<file path="config.mk">
export PLATFORM = sky130hd
export DESIGN_NAME = bap_ram
export DESIGN_NICKNAME = d
export VERILOG_FILES = /design/src/rtl/bap_pkg.sv /design/src/rtl/bap_ram.sv
export SDC_FILE = /design/constraint.sdc
export NUM_CORES = 2
export LEC_CHECK = 0
export BUFFER_PORTS_ARGS = -buffer_cell sky130_fd_sc_hd__buf_4
export CAP_MARGIN = 20
export CORE_AREA = 2 2 568 570
export DETAILED_ROUTE_END_ITERATION = 6
export DIE_AREA = 0 0 570 572
export GPL_ROUTABILITY_DRIVEN = 0
export GPL_TIMING_DRIVEN = 0
export PLACE_DENSITY = 0.5
export SLEW_MARGIN = 20
export SYNTH_ARGS = -nofsm -noshare
export SYNTH_HDL_FRONTEND = slang
export SYNTH_SLANG_ARGS = --single-unit
export TNS_END_PERCENT = 50
</file>
<file path="constraint.sdc">
create_clock -name clk_i -period 2.65 [get_ports clk_i]
set_input_delay 0.53 -clock clk_i [delete_from_list [all_inputs] [get_ports clk_i]]
set_output_delay 0.53 -clock clk_i [all_outputs]
set_load 0.02 [all_outputs]
</file>
<file path="src/rtl/bap_pkg.sv">
// Shared types, codes and helpers for the byte alphabet packer.
// No dependencies; imported by bap_ram, byte_alphabet_packer and tb_top.
`timescale 1ns / 1ps

package bap_pkg;

  // one stored byte
  typedef logic [7:0] byte_t;

  // width of the out_length field
  localparam int unsigned OUT_LEN_W = 11;

  // command codes carried by opcode
  typedef enum logic [1:0] {
    OP_LOAD  = 2'd0,
    OP_READ  = 2'd1,
    OP_CLEAR = 2'd2
  } opcode_e;

  // status codes returned with each result word
  typedef enum logic [1:0] {
    STATUS_OK    = 2'd0,
    STATUS_DROP  = 2'd1,
    STATUS_EMPTY = 2'd2
  } status_e;

  // bits needed to hold v (zero for zero)
  function automatic logic [3:0] bits_needed(input logic [7:0] v);
    logic [3:0] r;
    r = 4'd0;
    for (int i = 0; i < 8; i++) begin
      if (v[i]) begin
        r = 4'(i + 1);
      end
    end
    return r;
  endfunction

endpackage

</file>
<file path="src/rtl/bap_ram.sv">
// Simple dual-port byte RAM: one write port, one registered read port.
// Depends on bap_pkg for the byte type.
`timescale 1ns / 1ps

module bap_ram
  import bap_pkg::*;
#(
  parameter int unsigned DEPTH = 256,
  parameter int unsigned AW    = 8
) (
  input  logic          clk_i,
  input  logic          we_i,
  input  logic [AW-1:0] waddr_i,
  input  byte_t         wdata_i,
  input  logic [AW-1:0] raddr_i,
  output byte_t         rdata_o
);

  byte_t mem_q [DEPTH];
  byte_t rdata_q;

  // write port
  always_ff @(posedge clk_i) begin
    if (we_i) begin
      mem_q[waddr_i] <= wdata_i;
    end
  end

  // registered read port
  always_ff @(posedge clk_i) begin
    rdata_q <= mem_q[raddr_i];
  end

  assign rdata_o = rdata_q;

endmodule

</file>
* After elaboration in Yosys (flattened, before gate mapping)
Memories as Yosys holds them, arrays and structs flattened. A register that Yosys moved wholly into a read port is not among the register bits.
Index checks and enable logic that the tools add are counted.
** Word-level totals
- Register bits :: 0
- Bits in writable memories :: 2048
- Input bits :: 26
- Output and inout bits :: 8
- Word-level logic and storage cells :: 3
- Memories :: 1
** Operators by class
- Mux-type cells :: 2
** Memories
- mem_q :: depth 256, width 8, rd ports 1, clocked after Yosys merged registers in 1, write ports 1, RTL line bap_ram.sv:19 : byte_t mem_q [DEPTH];
** Operators with widths (count)
- 2-to-1 mux 1 bit :: 2

* Depth between registers and ports, before layout
- Word-level depth :: 2
- Gate-level depth with buffers :: 11
- Mapped depth without buffers :: 6

* Worst setup path before layout
No wires, ideal clock.
- Kind :: input to register
- Start point :: input port raddr_i[0]
- End point :: register rdata_q[2], in the netlist rdata_o[2], read port of mem_q
- Library setup time :: 0.131 ns
- Arrival :: 2.337 ns
- Required time :: 2.519 ns
- Path slack :: 0.182 ns
- Stages on the path :: 9
- Buffers on the path :: 4
- Cell sequence :: buf_6 > buf_12 > buf_8 > buf_2 > mux4_2 > a22oi_1 > a21oi_1 > nor4_1 > nor4_2
** RTL lines
- start, declared :: RTL line bap_ram.sv:15 : input logic [AW-1:0] raddr_i,
- end, declared :: RTL line bap_ram.sv:20 : byte_t rdata_q;

==> summary.md <==
| Metric | Value |
|---|---|
| TritonCTS sink count | `2056` |
| Synthesis Warnings | `0` |
| Worst setup margin | `-137.3 ps` |
| Area contributors post-synth | `edfxtp_1 (77%), mux4_2 (13%), mux2i_1 (1.7%), nor2_1 (1.3%), a22oi_1 (1.3%)` |
| WP data arrival | `3480 ps` |
| GRT Overall Usage | `0.1588` |
| Critical-path top delay cell | `a21oi_1` |
| Largest net degree at the start of global routing | `126` |
| Asr flop ratio synth | `0` |
| CTS tree | `built` |
| Worst rel slew slack | `0.2406` |
| Failing checks | `negative setup slack` |
| Initial antenna violation count | `11` |
| First-pass GRT wire length | `354400 um` |
| CTS Root Cell | `clkbuf_16` |
| Ratio of cells with drive above 1 in the final layout | `0.2954` |
| Syn nets | `3759` |
| Worst setup EP type | `flip-flop` |
| EDFF count, synth | `2048` |
| DRC Markers | `0` |
| Core Rows | `208` |
| Die width | `570 um` |
| Post-DRT Antenna Nets | `0` |
| Syn-to-layout area delta | `19.28%` |
| Clock skew | `36.22 ps` |
| Synth Instances | `3733` |
| RSZ-0062 raised after global routing | `true` |
| Leak | `28.51 nW` |
| Fin area | `94890 um^2` |
| Status | `finished with violations` |
| DR vias | `41300` |
| Commonest non-fill, non-tap cell in the layout | `edfxtp_1` |
| Max clock buf depth | `3` |
| Crit start category | `input port` |
| Max-slew violations | `0` |
| H-tree levels | `4` |
| Reg clk slew, reported paths | `60 ps` |
| Reg2reg path depth | `6` |
| Number of global-route vias before repair | `41040` |
| Detailed placement HPWL | `179300 um` |
| Reg2Reg Setup Slack | `30 ps` |
| Critical path type | `in2reg` |
| Final WL | `263600 um` |
| Setup Viol. Count Final | `188` |
| Initial DRT Pass Iterations | `6` |
| Main synth FF type | `edfxtp_1` |
| Max cap viols | `0` |
| Fmax | `358.8 MHz` |
| Fin crit period | `2787 ps` |
| Netlist cell types | `55` |
| Fin crit share | `1.052` |
| Hold WC Path Type | `in2reg` |
| Syn Area/Cell | `21.31 um^2` |
| Share of the synthesized area in the top cell type | `0.7730` |
| Crit path cell chain | `buf_4, clkbuf_2, or2_2, buf_1, clkbuf_2, a21oi_1, nor4_4, nor4_4` |
| Initial Util | `0.2487` |
| CP Max Fanout | `10` |
| Top Ports | `34` |
| Synth Register Bits | `2056` |
| Origin of the critical flop-to-flop path | `mem_q[77][7]$_DFFE_PP_` |
| CP peak stage delay | `610 ps` |
| Final Hold Viols | `0` |
| CTS Buf Count | `216` |
| Core footprint | `319800 um^2` |
| First DRT Iteration DRCs | `5551` |
| Critical path origin | `raddr_i[3]` |
| Die ar. | `326000 um^2` |
| Port bufs | `26` |
| Die Y | `572 um` |
| Post-Syn Area | `79560 um^2` |
| Fin Setup TNS | `-8609 ps` |
| Worst Max-Slew Pin Slew | `1135 ps` |
| WP data required | `3350 ps` |
| Worst Setup EP | `rdata_o[6]$_DFF_P_` |
| Clk_lat worst skew | `860 ps` |
| Post-synthesis sequential area ratio | `0.7750` |
| Buf/Inv on CP | `4` |
| Layout net count | `4052` |
| Family with the most delay on the worst path | `buffers and inverters` |
| WL/cell | `31.34 um` |
| Vias/cell | `4.910` |
| Synth area leader | `edfxtp_1` |
| Most frequent cells in the layout | `edfxtp_1 (2048), mux4_2 (454), clkbuf_16 (216), nor2_1 (180), mux2i_1 (134)` |
| Reg2reg end | `rdata_o[7]$_DFF_P_` |
| Placed Area | `86260 um^2` |
| Global route overflow | `0` |
| Critical path depth in cells | `8` |
| Peak VDD IR | `592.1 uV` |
| Power Dens Cells | `736.2 nW/um^2` |
[per-stage QoR]
stage | total power, mW | hold slack (ps) | utilization | setup WS [ps] | instances
2_1_floorplan | 38.33 | 628.9 | - | 182.1 | 3733
3_3_place_gp | 40.52 | 962.1 | 0.2658 | -3376 | 7959
3_5_place_dp | 40.67 | 835.1 | 0.2697 | -2619 | 8001
4_1_cts | 70.15 | 33.29 | 0.2958 | -83.97 | 8409
5_1_grt | 71.60 | 55.83 | 0.2967 | -75.00 | 8410
6_report | 69.86 | 75.25 | 0.2967 | -137.3 | 8413
[routing by layer]
metal,routed length (um),global-route usage,vias to the layer above
met4,11300,0.06276,0
met3,21570,0.03348,427
met1,106300,0.2090,22580
li1,-,-,16340
met2,124500,0.2559,1961
met5,0,0,-
[report_power, final]
group / switching [mW] / internal, mW
Combinational: 3.03 / 1.42
Sequential: 0.0235 / 35.9
Clock: 13.1 / 16.5
Total: 16.1 / 53.7
[registers in the layout, indices dropped and copies added (netlist names)]
signal	count
mem_q	2048
rdata_o	8
[worst min-delay path by stage]
stage	from	to	slack, ps	cells past startpoint
after floorplan	wdata_i[0]	mem_q[0][0]$_DFFE_PP_	630	0
after global placement	rdata_o[0]$_DFF_P_	rdata_o[0]	960	1
after detailed placement	wdata_i[5]	mem_q[109][5]$_DFFE_PP_	840	1
after CTS	wdata_i[2]	mem_q[132][2]$_DFFE_PP_	30	1
after global routing	wdata_i[2]	mem_q[132][2]$_DFFE_PP_	60	1
final	wdata_i[2]	mem_q[132][2]$_DFFE_PP_	80	1
[Yosys cell counts, drive strengths merged (4+ instances only)]
cell     instances
a2111oi          5
a211oi          16
a21oi           96
a221oi          14
a22o             8
a22oi          133
and2             6
buf            122
clkbuf         111
dfxtp            8
edfxtp        2048
mux2i          134
mux4           456
nand2           33
nand2b           8
nand3           34
nand4           10
nor2           282
nor2b           31
nor3            22
nor4            27
o211ai          10
o21ai           12
o221ai          47
o22a             5
o22ai           28
o32ai            5
or2              4
[cell type report]
cell class | count | area [um^2]
Antenna cell | 5 | 12.51
Buffer | 230 | 1992
Clock buffer | 280 | 5645
Clock inverter | 120 | 1215
Fill cell | 30850 | 225000
Inverter | 2 | 11.26
Multi-Input combinational cell | 1442 | 17730
Sequential cell | 2056 | 61660
Tap cell | 4200 | 5255
Timing Repair Buffer | 78 | 1371
[worst reg2reg max path, delay by kind of cell, from the launching register on]
family	cells	cell delay, ps
and+or+nand+nor	4	1150
muxes	1	470
AOI/OAI and AO/OA	1	480
DFF	1	370
[logic make-up (layout without fill, tap and decap cells)]
kind of cell / count (synthesis) / in the layout / share of synthesized area
buf+inv: 235 / 710 / 0.01831
flops: 2056 / 2056 / 0.7750
compound gates: 385 / 385 / 0.03419
other cells: 0 / 5 / 0
simple gates: 466 / 466 / 0.02628
mux: 591 / 591 / 0.1462
[repair_timing]
action / CTS / global route
hold endpoints to repair: 13 / 0
resized for setup: 360 / 76
pin swaps: 21 / 12
setup buffers: 9 / 0
setup endpoints to repair: 933 / 456
hold buffers: 1 / 0
No activity file was read; power rests on OpenSTA's default activity.
